==> config.mk <==
export PLATFORM = sky130hd
export DESIGN_NAME = masked_byte_pattern_scanner
export DESIGN_NICKNAME = d
export VERILOG_FILES = /design/src/design/mbps_pkg.sv /design/src/design/mbps_window.sv /design/src/design/mbps_match.sv /design/src/design/masked_byte_pattern_scanner.sv
export SDC_FILE = /design/constraint.sdc
export NUM_CORES = 1
export LEC_CHECK = 0
export BUFFER_PORTS_ARGS = -buffer_cell sky130_fd_sc_hd__buf_2
export CORE_MARGIN = 4
export CORE_UTILIZATION = 30
export DETAILED_ROUTE_END_ITERATION = 10
export PLACE_DENSITY = 0.53
export SYNTH_ARGS = -nofsm -noshare
export SYNTH_HDL_FRONTEND = slang
export SYNTH_SLANG_ARGS = --single-unit
==> constraint.sdc <==
create_clock -name clk -period 11.48 [get_ports clk]
set_input_delay 0.574 -clock clk [delete_from_list [all_inputs] [get_ports clk]]
set_output_delay 0.574 -clock clk [all_outputs]
set_load 0.03 [all_outputs]
==> src/design/mbps_pkg.sv <==
`timescale 1ns / 1ps
// ----------------------------------------------------------------------------
// mbps_pkg - shared types and constants of the masked byte pattern scanner
// Item formats, configuration register map and reset values.
// ----------------------------------------------------------------------------
package mbps_pkg;

	localparam int MAX_PATTERN_BYTES_DEF = 16;
	localparam int OFFSET_BITS_DEF       = 32;

	// fixed register widths
	localparam int PATTERN_BYTES  = 16;
	localparam int CARE_BITS      = 16;
	localparam int LENGTH_BITS    = 5;
	localparam int ADDR_BITS      = 64;
	localparam int COUNT_BITS     = 32;
	localparam int CFG_DATA_BITS  = 64;
	localparam int CFG_INDEX_BITS = 3;

	typedef enum logic [CFG_INDEX_BITS-1:0] {
		REG_PATTERN_LOW    = 3'd0,
		REG_PATTERN_HIGH   = 3'd1,
		REG_CARE_MASK      = 3'd2,
		REG_PATTERN_LENGTH = 3'd3,
		REG_FIRST_ONLY     = 3'd4,
		REG_BASE_ADDRESS   = 3'd5
	} cfg_reg_t;

	localparam logic [CARE_BITS-1:0]   CARE_MASK_RST      = 16'hFFFF;
	localparam logic [LENGTH_BITS-1:0] PATTERN_LENGTH_RST = 5'd1;

	typedef struct packed {
		logic [7:0] scanned_byte;
		logic       last_byte;
	} in_item_t;

	typedef struct packed {
		logic                  match_found;
		logic [31:0]           match_offset;
		logic [ADDR_BITS-1:0]  match_address;
		logic                  region_done;
		logic [COUNT_BITS-1:0] match_count;
	} out_item_t;

	typedef struct packed {
		logic [8*PATTERN_BYTES-1:0] pattern;
		logic [CARE_BITS-1:0]       care_mask;
		logic [LENGTH_BITS-1:0]     pattern_length;
		logic                       first_only;
		logic [ADDR_BITS-1:0]       base_address;
	} cfg_t;

	// control of the window stage as seen by the compare stage
	typedef struct packed {
		logic valid;
		logic last;
	} stage_ctrl_t;

endpackage

==> src/design/mbps_window.sv <==
`timescale 1ns / 1ps
// ----------------------------------------------------------------------------
// mbps_window - input stage of the scanner
// Shifts each accepted byte into the window and keeps the region byte count.
// ----------------------------------------------------------------------------
module mbps_window #(
	parameter int MAX_PATTERN_BYTES = mbps_pkg::MAX_PATTERN_BYTES_DEF,
	parameter int OFFSET_BITS       = mbps_pkg::OFFSET_BITS_DEF
) (
	input  logic                           clk,
	input  logic                           arst_n,
	input  logic                           in_valid,
	output logic                           in_stall,
	input  mbps_pkg::in_item_t             in_data,
	input  logic                           advance,
	output logic [8*MAX_PATTERN_BYTES-1:0] window,
	output logic [OFFSET_BITS-1:0]         bytes_seen,
	output mbps_pkg::stage_ctrl_t          ctrl_s1
);
	import mbps_pkg::*;

	localparam logic [OFFSET_BITS-1:0] OFFSET_MAX = '1;

	logic [8*MAX_PATTERN_BYTES-1:0] window_q;
	logic [OFFSET_BITS-1:0]         bytes_seen_q;
	logic                           restart_q;
	stage_ctrl_t                    ctrl_q;
	logic                           take;
	logic [OFFSET_BITS-1:0]         seen_base;

	assign in_stall  = ctrl_q.valid && !advance;
	assign take      = in_valid && !in_stall;
	assign seen_base = restart_q ? '0 : bytes_seen_q;

	// older bytes need no clearing: the compare waits until the count covers the pattern
	if (MAX_PATTERN_BYTES > 1) begin : g_shift
		always_ff @(posedge clk) begin
			if (take) begin
				window_q <= {window_q[8*MAX_PATTERN_BYTES-9:0], in_data.scanned_byte};
			end
		end
	end else begin : g_single
		always_ff @(posedge clk) begin
			if (take) begin
				window_q <= in_data.scanned_byte;
			end
		end
	end

	always_ff @(posedge clk or negedge arst_n) begin
		if (!arst_n) begin
			bytes_seen_q <= '0;
			restart_q    <= 1'b0;
			ctrl_q       <= '0;
		end else if (take) begin
			bytes_seen_q <= (seen_base == OFFSET_MAX) ? seen_base : seen_base + 1'b1;
			// start the count afresh on the item after the last one
			restart_q    <= in_data.last_byte;
			ctrl_q.valid <= 1'b1;
			ctrl_q.last  <= in_data.last_byte;
		end else if (advance) begin
			ctrl_q.valid <= 1'b0;
		end
	end

	assign window     = window_q;
	assign bytes_seen = bytes_seen_q;
	assign ctrl_s1    = ctrl_q;

endmodule

==> src/design/mbps_match.sv <==
`timescale 1ns / 1ps
// ----------------------------------------------------------------------------
// mbps_match - compare stage and result register of the scanner
// Masked window compare, match counting and the registered result item.
// ----------------------------------------------------------------------------
module mbps_match #(
	parameter int MAX_PATTERN_BYTES = mbps_pkg::MAX_PATTERN_BYTES_DEF,
	parameter int OFFSET_BITS       = mbps_pkg::OFFSET_BITS_DEF
) (
	input  logic                           clk,
	input  logic                           arst_n,
	input  mbps_pkg::cfg_t                 cfg,
	input  logic [8*MAX_PATTERN_BYTES-1:0] window,
	input  logic [OFFSET_BITS-1:0]         bytes_seen,
	input  mbps_pkg::stage_ctrl_t          ctrl_s1,
	output logic                           advance,
	output logic                           out_valid,
	input  logic                           out_stall,
	output mbps_pkg::out_item_t            out_data
);
	import mbps_pkg::*;

	localparam int LEN_BITS     = $clog2(MAX_PATTERN_BYTES + 1);
	localparam int WIN_IDX_BITS = (MAX_PATTERN_BYTES > 1) ? $clog2(MAX_PATTERN_BYTES) : 1;
	// pattern bytes past the register width are wildcards and drop out
	localparam int CMP_BYTES    = (MAX_PATTERN_BYTES < PATTERN_BYTES) ?
	                              MAX_PATTERN_BYTES : PATTERN_BYTES;
	localparam logic [COUNT_BITS-1:0] COUNT_MAX = '1;

	logic [LEN_BITS-1:0]   len_n;
	logic                  window_hit;
	logic                  report;
	logic [OFFSET_BITS-1:0] start;
	logic [ADDR_BITS-1:0]  start_ext;
	logic [COUNT_BITS-1:0] matches_seen_q;
	logic [COUNT_BITS-1:0] count_next;
	logic                  first_reported_q;
	logic                  out_valid_s2;
	out_item_t             out_data_s2;

	always_comb begin
		if (cfg.pattern_length == '0) begin
			len_n = LEN_BITS'(1);
		end else if (32'(cfg.pattern_length) > MAX_PATTERN_BYTES) begin
			len_n = LEN_BITS'(MAX_PATTERN_BYTES);
		end else begin
			len_n = LEN_BITS'(cfg.pattern_length);
		end
	end

	// pattern byte k pairs with the window byte n-1-k places behind the newest
	always_comb begin
		logic [LEN_BITS-1:0] idx;
		window_hit = 1'b1;
		for (int k = 0; k < CMP_BYTES; k++) begin
			idx = len_n - LEN_BITS'(k) - LEN_BITS'(1);
			if (k < int'(len_n) && cfg.care_mask[k] &&
			    window[8*idx[WIN_IDX_BITS-1:0] +: 8] != cfg.pattern[8*k +: 8]) begin
				window_hit = 1'b0;
			end
		end
	end

	assign start     = bytes_seen - OFFSET_BITS'(len_n);
	assign start_ext = ADDR_BITS'(start);
	assign report    = ctrl_s1.valid && (bytes_seen >= OFFSET_BITS'(len_n)) && window_hit &&
	                   !(cfg.first_only && first_reported_q);
	assign count_next = (report && matches_seen_q != COUNT_MAX) ?
	                    matches_seen_q + 1'b1 : matches_seen_q;

	assign advance = !out_valid_s2 || !out_stall;

	always_ff @(posedge clk or negedge arst_n) begin
		if (!arst_n) begin
			out_valid_s2     <= 1'b0;
			matches_seen_q   <= '0;
			first_reported_q <= 1'b0;
		end else if (advance) begin
			out_valid_s2 <= report || (ctrl_s1.valid && ctrl_s1.last);
			if (ctrl_s1.valid) begin
				// drop the region state once its last item is through
				if (ctrl_s1.last) begin
					matches_seen_q   <= '0;
					first_reported_q <= 1'b0;
				end else begin
					matches_seen_q   <= count_next;
					first_reported_q <= first_reported_q || report;
				end
			end
		end
	end

	always_ff @(posedge clk) begin
		if (advance && ctrl_s1.valid) begin
			out_data_s2.match_found   <= report;
			out_data_s2.match_offset  <= report ? start_ext[31:0] : '0;
			out_data_s2.match_address <= report ? cfg.base_address + start_ext : '0;
			out_data_s2.region_done   <= ctrl_s1.last;
			out_data_s2.match_count   <= count_next;
		end
	end

	assign out_valid = out_valid_s2;
	assign out_data  = out_data_s2;

endmodule

==> src/design/masked_byte_pattern_scanner.sv <==
`timescale 1ns / 1ps
// ----------------------------------------------------------------------------
// masked_byte_pattern_scanner - wildcard byte signature search
// Scans a region byte by byte for a masked pattern of up to 16 bytes.
// ----------------------------------------------------------------------------
// One byte is taken every cycle while the output does not stall, with no gaps
// between items or regions; an accepted byte passes through the window stage
// and then the result register before its result shows. The window stage
// registers the shifted window and byte count, and the masked compare, count
// update and 64-bit address add sit between that stage and the result
// register, which also lets the next byte in while a result waits. Bytes that
// neither match nor end a region give no result item. Configuration writes
// are meant for idle periods and apply to the next byte.
module masked_byte_pattern_scanner #(
	parameter int MAX_PATTERN_BYTES = mbps_pkg::MAX_PATTERN_BYTES_DEF,
	parameter int OFFSET_BITS       = mbps_pkg::OFFSET_BITS_DEF
) (
	input  logic                                  clk,
	input  logic                                  arst_n,
	input  logic                                  in_valid,
	output logic                                  in_stall,
	input  mbps_pkg::in_item_t                    in_data,
	output logic                                  out_valid,
	input  logic                                  out_stall,
	output mbps_pkg::out_item_t                   out_data,
	input  logic                                  cfg_we,
	input  logic [mbps_pkg::CFG_INDEX_BITS-1:0]   cfg_index,
	input  logic [mbps_pkg::CFG_DATA_BITS-1:0]    cfg_data
);
	import mbps_pkg::*;

	cfg_t                           cfg_q;
	logic [8*MAX_PATTERN_BYTES-1:0] window;
	logic [OFFSET_BITS-1:0]         bytes_seen;
	stage_ctrl_t                    ctrl_s1;
	logic                           advance;

	always_ff @(posedge clk or negedge arst_n) begin
		if (!arst_n) begin
			cfg_q.pattern        <= '0;
			cfg_q.care_mask      <= CARE_MASK_RST;
			cfg_q.pattern_length <= PATTERN_LENGTH_RST;
			cfg_q.first_only     <= 1'b0;
			cfg_q.base_address   <= '0;
		end else if (cfg_we) begin
			unique case (cfg_reg_t'(cfg_index))
				REG_PATTERN_LOW: begin
					cfg_q.pattern[63:0] <= cfg_data;
				end
				REG_PATTERN_HIGH: begin
					cfg_q.pattern[127:64] <= cfg_data;
				end
				REG_CARE_MASK: begin
					cfg_q.care_mask <= cfg_data[CARE_BITS-1:0];
				end
				REG_PATTERN_LENGTH: begin
					cfg_q.pattern_length <= cfg_data[LENGTH_BITS-1:0];
				end
				REG_FIRST_ONLY: begin
					cfg_q.first_only <= cfg_data[0];
				end
				REG_BASE_ADDRESS: begin
					cfg_q.base_address <= cfg_data;
				end
				default: begin
					// unmapped index: ignore the write
				end
			endcase
		end
	end

	mbps_window #(
		.MAX_PATTERN_BYTES (MAX_PATTERN_BYTES),
		.OFFSET_BITS       (OFFSET_BITS)
	) u_window (
		.clk        (clk),
		.arst_n     (arst_n),
		.in_valid   (in_valid),
		.in_stall   (in_stall),
		.in_data    (in_data),
		.advance    (advance),
		.window     (window),
		.bytes_seen (bytes_seen),
		.ctrl_s1    (ctrl_s1)
	);

	mbps_match #(
		.MAX_PATTERN_BYTES (MAX_PATTERN_BYTES),
		.OFFSET_BITS       (OFFSET_BITS)
	) u_match (
		.clk        (clk),
		.arst_n     (arst_n),
		.cfg        (cfg_q),
		.window     (window),
		.bytes_seen (bytes_seen),
		.ctrl_s1    (ctrl_s1),
		.advance    (advance),
		.out_valid  (out_valid),
		.out_stall  (out_stall),
		.out_data   (out_data)
	);

endmodule

After elaboration in Yosys (flattened, before gate mapping)
Cells that the tools add are included.
{ "totals": {"in_bits": 81, "register_bits": 540, "out_inout_bits": 132, "elab_cells": 193} }
{ "op_classes": {"reduce_logical": 59, "n_addsub": 34, "n_shift": 16, "n_mux": 25, "n_eq_ne": 23, "order_cmp": 18} }
{ "op_table": {"columns": ["cell", "n"], "rows": [
  ["variable part select 128 x 8 -> 8 bit", 16],
  ["2-to-1 mux 32 bit", 4],
  ["inequality test 8 bit", 16],
  ["adder 32 x 1 -> 32 bit, second input constant", 2],
  ["adder 64 x 32 -> 64 bit", 1],
  ["subtractor 4 x 1 -> 4 bit, second input constant", 16],
  ["logical AND 1 bit", 41],
  ["< comparator 4 x 5 -> 1 bit, first input constant", 8],
  ["equality test 32 bit, second input constant", 1],
  [">= comparator 32 x 5 -> 1 bit", 1],
  ["inequality test 32 bit, second input constant", 1],
  ["subtractor 32 x 5 -> 32 bit", 1],
  ["subtractor 4 bit, second input constant", 8],
  ["< comparator 3 x 5 -> 1 bit, first input constant", 4],
  ["2-to-1 mux 1 bit", 19],
  ["subtractor 4 x 3 -> 4 bit, second input constant", 4],
  ["AND reduction 2 bit", 7],
  ["< comparator 1 x 5 -> 1 bit, first input constant", 2],
  ["< comparator 2 x 5 -> 1 bit, first input constant", 2],
  ["2-to-1 mux 5 bit", 2],
  ["subtractor 4 x 2 -> 4 bit, second input constant", 2],
  ["equality test 3 x 2 -> 1 bit, second input constant", 2],
  ["equality test 3 bit, second input constant", 2],
  ["greater-than comparator 5 bit, second input constant", 1],
  ["other kinds (6)", 12]
]} }

Logic depth before layout (Yosys ltp)
Gate-level depths: netlist of run 1.
{ "depth": {"ltp_word": 28, "depth_mapped": 31, "ltp_nobuf": 27} }

Cells and area by module
A second synthesis of run 1 with hierarchy kept.
{ "hier_totals": {"cells_unflattened": 2546, "area_unflattened_um2": 32284.7} }
{ "modules_own_cells": {"columns": ["module", "seq_area_each_um2", "cells_per_inst", "area_per_inst_um2", "n_inst"], "rows": [
  ["mbps_match", 4754.6, 1757, 17823.3, 1],
  ["masked_byte_pattern_scanner", 5376.4, 457, 8679.6, 1],
  ["mbps_window", 4694.5, 332, 5781.8, 1]
]} }

Least setup slack after synthesis of run 1
OpenSTA, ideal clock, no wires.
{ "synth_path": {"path_kind": "flip-flop to flip-flop", "from": "register cfg_q[66] (netlist name)", "to": "register u_match.out_data_s2, in the netlist u_match.out_data[89], data pin", "required_time_ns": 11.223, "slack_ns": 5.020, "path_stages_with_launch": 32, "period_less_slack_ns": 6.460, "arrival_time_ns": 6.204, "n_path_buf": 4, "setup_time_ns": 0.257, "path_cell_list": "dfrtp_1 or3_1 a21oi_2 buf_4 buf_6 buf_2 ha_1 inv_1 fa_1 nand2_1 nand2b_1 a21oi_1 o21bai_1 nor4_1 nand2_1 or3_1 xnor2_1 ha_1 a21oi_1 o21bai_1 a21o_1 a21o_1 a21o_1 nor3_1 o21ai_0 nand4_1 nor2b_1 or2_0 clkbuf_1 nor3_1 xnor2_1 nor2_1"} }
{ "synth_via": {"word_cells_on_any_way": 136, "cone_classes": "add/sub: 32; order compare: 18; eq/ne: 16; shift: 16; mux: 18; reduce/logical: 36"} }
{ "synth_rtl": {"columns": ["item", "line", "rtl"], "rows": [
  ["start: declaration", "masked_byte_pattern_scanner.sv:32", "cfg_t cfg_q;"],
  ["greater-than comparator 5 bit", "mbps_match.sv:44", "end else if (32'(cfg.pattern_length) > MAX_PATTERN_BYTES) begin"],
  ["2-to-1 mux 5 bit", "mbps_match.sv:44", null],
  ["2-to-1 mux 5 bit (*)", "mbps_match.sv:42", "if (cfg.pattern_length == '0) begin"],
  ["subtractor 32 x 5 -> 32 bit (*)", "mbps_match.sv:64", "assign start = bytes_seen - OFFSET_BITS'(len_n);"],
  ["via u_match.start[24]", "mbps_match.sv:33", "logic [OFFSET_BITS-1:0] start;"],
  ["adder 64 x 32 -> 64 bit (*)", "mbps_match.sv:97", "out_data_s2.match_address <= report ? cfg.base_address + start_ext : '0;"],
  ["end: declaration", "mbps_match.sv:39", "out_item_t out_data_s2;"]
]} }
The timed path passes the listed nets; every way through them passes the cells marked *.
A chain may end at the register's enable or synchronous reset.

Final worst setup path of run 1
{ "layout_path": {"from": "register cfg_q[68] (netlist name)", "to": "register u_match.out_data_s2, in the netlist u_match.out_data[91], data pin"} }
The elaborated chain is that of the path after synthesis.

==> results.md, run 1 <==
- Post-route setup TNS: 0 ns
- Residual DRC count: 0
- Max-slew violation count: 0
- Status: finished clean
- Startpoint Class: flop
- Minimum clock period: 8.37 ns
- Max VDD drop: 0.137 mV
- Simple-gate area share of the yosys netlist: 9.90%
- Leakage: 14.1 nW
- Register area: 0.0148 mm2
- Synth async-reset ratio: 52.2%
- CP startpoint: cfg_q[68]$_DFFE_PN0P_
- Worst-margin pin slew: 1.27 ns
- CP endpoint: u_match.out_data[91]$_SDFFCE_PN0P_
- Via count: 22493
- Synth top cells by count: dfrtp_1, edfxtp_1, mux2_2
- Share of cells above drive strength 1: 30.1%
- Initial DRT Pass Iterations: 5
- Slew margin rel.: 15.1%
- Wire per inst: 24.7 um
- CP Max Fanout: 29
- H-tree depth: 2
- Worst Setup End Kind: flop
- First-pass GRT wire length: 149000 um
- 1st-iter DRT viols: 2405
- Largest stage delay, worst path: 0.89 ns
- Area share of the largest cell type after synthesis: 24.6%
- Hold Path Class: input pin to flop
- Post-synth EDFFs: 258
- Vias per Instance: 5.50
- Area delta synth->final: 15.1%
- PwrDens: 242 mW/mm2
- Period utilisation layout: 72.9%
- Register area share after synthesis: 47.0%
- Stages on worst setup path: 28
- Syn Area/Cell: 12.7 um2
- Clock Tree Buf Depth: 3
- Starting Density: 30.3%
- Inserted Clock Buffers: 61
- Placed Area: 0.0341 mm2
- Area contributors post-synth: edfxtp_1, dfrtp_1, mux4_2
- Reg2reg start: cfg_q[68]$_DFFE_PN0P_
- Clock Pin Slew Worst Setup and Hold Paths: 0.07 ns
- Reg2reg path depth: 28
- Clock Sinks: 540
- Yosys reg bits: 540
- Clock Skew: 0.0285 ns
- # fillers: 10296
- Input/output buffers: 212
- Layout Nets: 2786
- Post-Syn Nets: 2613
- Xor/xnor share of the synthesized area: 7.06%
- Synth warn: 0
- Pin count of the biggest net entering global routing: 156
- Yosys top cell by area: edfxtp_1
- Post-synthesis cell area: 0.0315 mm2
- Worst r2r dst: u_match.out_data[91]$_SDFFCE_PN0P_
- Post-Layout Cell Count: 4092
- WS Path Type: flop to flop
- Syn Inst Count: 2484
- Worst Path Buf+Inv: 2
- Detail Placement HPWL: 74600 um
- RSZ-0062 raised after global routing: no
- Required @ worst endpoint: 11.85 ns
- Die ar.: 0.110 mm2
- Core area: 0.104 mm2
- Hold Slack: 0.114 ns
- Die X: 332 um
- Main combinational cell family by area after synthesis: multiplexers
- Mux contribution to synthesized area: 23.4%
- Initial antenna violation count: 7
- Total wire length: 101000 um
- Area of the multi-input gates: 0.0160 mm2
- Grt ovf: 0
- IO Count: 213
- Std-Cell Rows: 118
- Die Y-Extent: 332 um
- Placed cell count: 3973
- Clock Latency Late Sink: 0.66 ns
- Synth Area in Compound Gates: 8.07%
- Final Core Density: 34.9%
- Count of final setup violators: 0
- CTS tree: built
- Arr. time, crit path: 8.75 ns
- Crit-path leading delay family: simple AND/OR/NAND/NOR gates
- Synth Area in Adders: 1.95%
- Vias in the first global route: 21676
- Final Hold Fails: 0
- Worst path most repeated cell: a21o_1
- CTS Root Cell: clkbuf_16
- Gpl congestion: 0.894
- Cell area after layout: 0.0363 mm2
- All-Layer GR Usage: 17.7%
- Detail Route Antenna Nets: 0
- Slowest cell on the critical path: nor4_1
- Synth Flop Type: dfrtp_1
- R2R Setup Slk: 3.11 ns
- Max-Cap Viols: 0
- Most common cell in the netlist: dfrtp_1
- Fmax: 119 MHz
- Synth unique cells: 84
-- state kept, by name, indices dropped and copies added, names as in the netlist --
register,cells
cfg_q,214
u_match.first_reported_q,1
u_match.matches_seen_q,32
u_match.out_data,130
u_match.out_valid,1
u_window.bytes_seen,32
u_window.ctrl_s1,1
u_window.restart_q,1
u_window.window,128
-- report_power, final --
group	switching [mW]	internal [mW]
Sequential	0.262	2.33
Clock	0.873	1.18
Combinational	2.35	1.77
Total	3.48	5.28
-- per-stage QoR --
step                setup WS (ns)  power (mW)
floorplan                    5.02        5.50
global placement             3.19        6.70
detailed placement           3.15        6.71
CTS                          3.12        8.80
global route                 2.53        9.21
finish                       3.11        8.77
-- layout make-up --
class	instances	area share, %
flip-flops and latches	540	40.9
clock inverters	38	1.19
inverters	48	0.517
clock buffers	78	4.70
diodes	2	0.0138
well taps	1380	4.76
repair buffers	251	3.80
multi-input cells	1755	44.2
-- how the worst min path moves through the flow --
stage	startpoint	to	cells past startpoint
floorplan	arst_n	cfg_q[0]$_DFFE_PN0P_	0
global placement	cfg_q[29]$_DFFE_PN0P_	cfg_q[29]$_DFFE_PN0P_	1
detailed placement	cfg_q[3]$_DFFE_PN0P_	cfg_q[3]$_DFFE_PN0P_	1
CTS	in_valid	u_window.ctrl_s1[1]$_DFFE_PN0P_	2
global route	in_data[1]	u_window.window[0]$_DFFE_PP_	1
finish	in_data[6]	u_window.window[5]$_DFFE_PP_	1
-- cell usage in the layout, fill, tap and decap left out, drive strengths merged, types with 18 or more instances in the layout --
| cell | netlist | final |
|---|---|---|
| edfxtp | 258 | 258 |
| mux2i | 70 | 70 |
| a22oi | 30 | 30 |
| and3 | 62 | 62 |
| clkbuf | 92 | 78 |
| o21bai | 18 | 18 |
| nor2b | 20 | 20 |
| a21o | 29 | 29 |
| or3 | 18 | 18 |
| nor2 | 151 | 151 |
| mux2 | 216 | 216 |
| clkinv | 0 | 24 |
| nand3 | 67 | 67 |
| buf | 49 | 250 |
| dfrtp | 265 | 265 |
| nor3 | 50 | 50 |
| nand2 | 148 | 148 |
| a221o | 19 | 19 |
| mux4 | 189 | 189 |
| xnor2 | 171 | 171 |
| nand4 | 49 | 49 |
| ha | 46 | 46 |
| a21oi | 56 | 56 |
| inv | 48 | 52 |
| xor2 | 83 | 83 |
| o21ai | 58 | 58 |
-- routing by layer --
layer	part of all wire (%)	track usage [%]
met2	46	27.9
met4	3.2	5.34
met3	7.5	3.43
met5	0.027	0
met1	43	24.7
-- worst reg2reg max path, delay by kind of cell, from the launching register on --
family	cells	cell delay [ns]
simple gates	12	3.88
fa+ha+maj	3	1.10
buf+inv	2	0.54
compound gates	9	1.49
xor+xnor	2	0.44
flops	1	0.63
-- logic make-up (layout without fill, tap and decap cells) --
group,after synthesis,count (layout)
AOI/OAI and AO/OA,349,349
xor gates and xnor gates,254,254
adders and majority gates,48,48
buffers and inverters,189,415
DFF,540,540
muxes,475,475
other,0,2
and+or+nand+nor,629,629
-- timing repair --
item	CTS	global route
hold buffers	1	0
endpoints found under the setup margin	0	0
hold endpoints to repair	57	0
gates resized for setup	0	0
setup buffers	0	0
Note: power is estimated with default switching activity, not from simulation.
==> run 2: changes to the inputs <==
==> constraint.sdc (replaced) <==
create_clock -name clk -period 8.24 [get_ports clk]
set_input_delay 0.412 -clock clk [delete_from_list [all_inputs] [get_ports clk]]
set_output_delay 0.412 -clock clk [all_outputs]
set_load 0.03 [all_outputs]
==> results.md, run 2 (same netlist as run 1, synthesis figures left out) <==
- Status: finished clean (unchanged)
- Max FFs per register: 214 (unchanged)
- Area delta synth->final: 15.8% (was 15.1%)
- Clock Pin Slew Worst Setup and Hold Paths: 0.07 ns (about the same)
- CTS Root Cell: clkbuf_16 (unchanged)
- IO Count: 213 (unchanged)
- Die Y-Extent: 332 um (unchanged)
- Die ar.: 0.110 mm2 (unchanged)
- Initial antenna violation count: 10 (was 7)
- Clock Latency Late Sink: 0.64 ns (was 0.66 ns)
- Core area: 0.104 mm2 (unchanged)
- CP Max Fanout: 21 (was 29)
- Post-CTS Hold Fix Bufs: 9 (was 1)
- WS Path Type: flop to flop (unchanged)
- Starting Density: 30.3% (unchanged)
- Layout Nets: 2809 (was 2786)
- Initial DRT Pass Iterations: 5 (unchanged)
- CTS tree: built (unchanged)
- Arr. time, crit path: 7.33 ns (was 8.75 ns)
- Most common cell after layout, fill and taps aside: dfrtp_1 (unchanged)
- Biggest register: cfg_q (unchanged)
- Period utilisation layout: 84.7% (was 72.9%)
- Startpoint Class: flop (unchanged)
- Vias in the first global route: 21722 (was 21676)
- Worst-margin pin slew: 1.17 ns (was 1.27 ns)
- Detail Placement HPWL: 74100 um (was 74600 um)
- Required @ worst endpoint: 8.60 ns (was 11.85 ns)
- Final Hold Fails: 0 (unchanged)
- Residual DRC count: 0 (unchanged)
- Max VDD drop: 0.152 mV (was 0.137 mV)
- Std-Cell Rows: 118 (unchanged)
- Worst r2r dst: u_match.out_data[93]$_SDFFCE_PN0P_ (was u_match.out_data[91]$_SDFFCE_PN0P_)
- Total wire length: 99800 um (was 101000 um)
- Count of final setup violators: 0 (unchanged)
- Cell area after layout: 0.0365 mm2 (was 0.0363 mm2)
- Clock Skew: 0.0331 ns (was 0.0285 ns)
- First-pass GRT wire length: 148000 um (was 149000 um)
- Max-Cap Viols: 0 (unchanged)
- Input/output buffers: 212 (unchanged)
- Leakage: 14.2 nW (was 14.1 nW)
- RSZ-0062 raised after global routing: no (unchanged)
- Clock Tree Buf Depth: 3 (unchanged)
- Post-route setup TNS: 0 ns (unchanged)
- Share of cells above drive strength 1: 30.1% (about the same)
- Worst Setup End Kind: flop (unchanged)
- Wire per inst: 24.3 um (was 24.7 um)
- Max-slew violation count: 0 (unchanged)
- Pre-CTS setup slack: 1.30 ns (was 3.15 ns)
- 1st-iter DRT viols: 2185 (was 2405)
- Largest stage delay, worst path: 0.62 ns (was 0.89 ns)
- Clock Sinks: 540 (unchanged)
- Inserted Clock Buffers: 66 (was 61)
- Post-CTS Setup Inserts: 0 (unchanged)
- Minimum clock period: 6.98 ns (was 8.37 ns)
- Pin count of the biggest net entering global routing: 97 (was 156)
- Slowest cell on the critical path: or2_0 (was nor4_1)
- Commonest non-fill, non-tap cells in the layout: dfrtp_1, edfxtp_1, mux2_2 (unchanged)
- Hold Path Class: input pin to flop (unchanged)
- Post-CTS sizing: 0 (unchanged)
- Fmax: 143 MHz (was 119 MHz)
- Gpl congestion: 0.881 (was 0.894)
- Grt ovf: 0 (unchanged)
- R2R Setup Slk: 1.26 ns (was 3.11 ns)
- H-tree depth: 3 (was 2)
- Placed Area: 0.0342 mm2 (was 0.0341 mm2)
- All-Layer GR Usage: 17.7% (about the same)
- Hold depth: 1 (unchanged)
- Reg2reg path depth: 30 (was 28)
- Worst Path Buf+Inv: 4 (was 2)
- Slew margin rel.: 21.5% (was 15.1%)
- Worst hold start: in_data[5] (was in_data[6])
- Via count: 22405 (was 22493)
- Vias per Instance: 5.44 (was 5.50)
- Reg2reg start: cfg_q[68]$_DFFE_PN0P_ (unchanged)
- Crit-path leading delay family: simple AND/OR/NAND/NOR gates (unchanged)
- Detail Route Antenna Nets: 0 (unchanged)
- Setup ws final: 1.26 ns (was 3.11 ns)
- PwrDens: 338 mW/mm2 (was 242 mW/mm2)
- Worst Hold Endpoint: u_window.window[4]$_DFFE_PP_ (was u_window.window[5]$_DFFE_PP_)
- Die X: 332 um (unchanged)
## run 2: cell count changes in the layout (fill, tap and decap cells not counted), sizes merged
cell	delta
clkbuf	+12
clkinvlp	-4
clkinv	-4
diode	+1
inv	+1
buf	+10
dlygate4sd3	+8
bufinv	-1
## run 2: worst max-delay path by stage
stage / startpoint / endpoint / slack (ns) / cells after the start
after CTS: cfg_q[68]$_DFFE_PN0P_ / u_match.out_data[93]$_SDFFCE_PN0P_ / 1.26 / 30
after floorplan: cfg_q[66]$_DFFE_PN0P_ / u_match.out_data[89]$_SDFFCE_PN0P_ / 1.78 / 31
after global placement: cfg_q[68]$_DFFE_PN0P_ / u_match.out_data[89]$_SDFFCE_PN0P_ / 1.41 / 30
after detailed placement: cfg_q[68]$_DFFE_PN0P_ / u_match.out_data[93]$_SDFFCE_PN0P_ / 1.30 / 30
after global routing: cfg_q[68]$_DFFE_PN0P_ / u_match.out_data[93]$_SDFFCE_PN0P_ / 0.75 / 30
final: cfg_q[68]$_DFFE_PN0P_ / u_match.out_data[93]$_SDFFCE_PN0P_ / 1.26 / 30
## run 2: where the power goes
part           leakage, nW  switching [mW]  internal, mW
clock                 1.09            1.22          1.76
combinational         7.08            3.24          2.49
sequential            6.03           0.369          3.25
total                 14.2            4.83          7.49
## run 2: routing by layer
layer	part of all wire, %	vias to the layer above	global-route usage [%]	wire length (um)
met2	46	853	27.7	46200
met4	3.3	10	6.04	3300
met1	43	11417	24.0	42600
met5	0.069	-	0	69
met3	7.7	176	4.13	7680
li1	-	9949	-	-
## run 2: final cells by class
class	instances	area, um2
well taps	1380	1730
clock inverters	30	318
inverters	48	188
diodes	3	7.51
flip-flops and latches	540	14800
multi-input cells	1755	16000
clock buffers	90	1900
fillers	10201	67400
repair buffers	269	1520
## run 2: through the flow
stage / power, mW / std cells / util, % / hold WS, ns
global route: 13.0 / 4112 / 35.1 / 0.0170
finish: 12.3 / 4115 / 35.1 / 0.0154
floorplan: 7.66 / 2484 / - / 0.116
CTS: 12.4 / 4112 / 35.1 / 0.00113
detailed placement: 9.35 / 3983 / 32.9 / 0.501
global placement: 9.33 / 3983 / 32.9 / 0.496
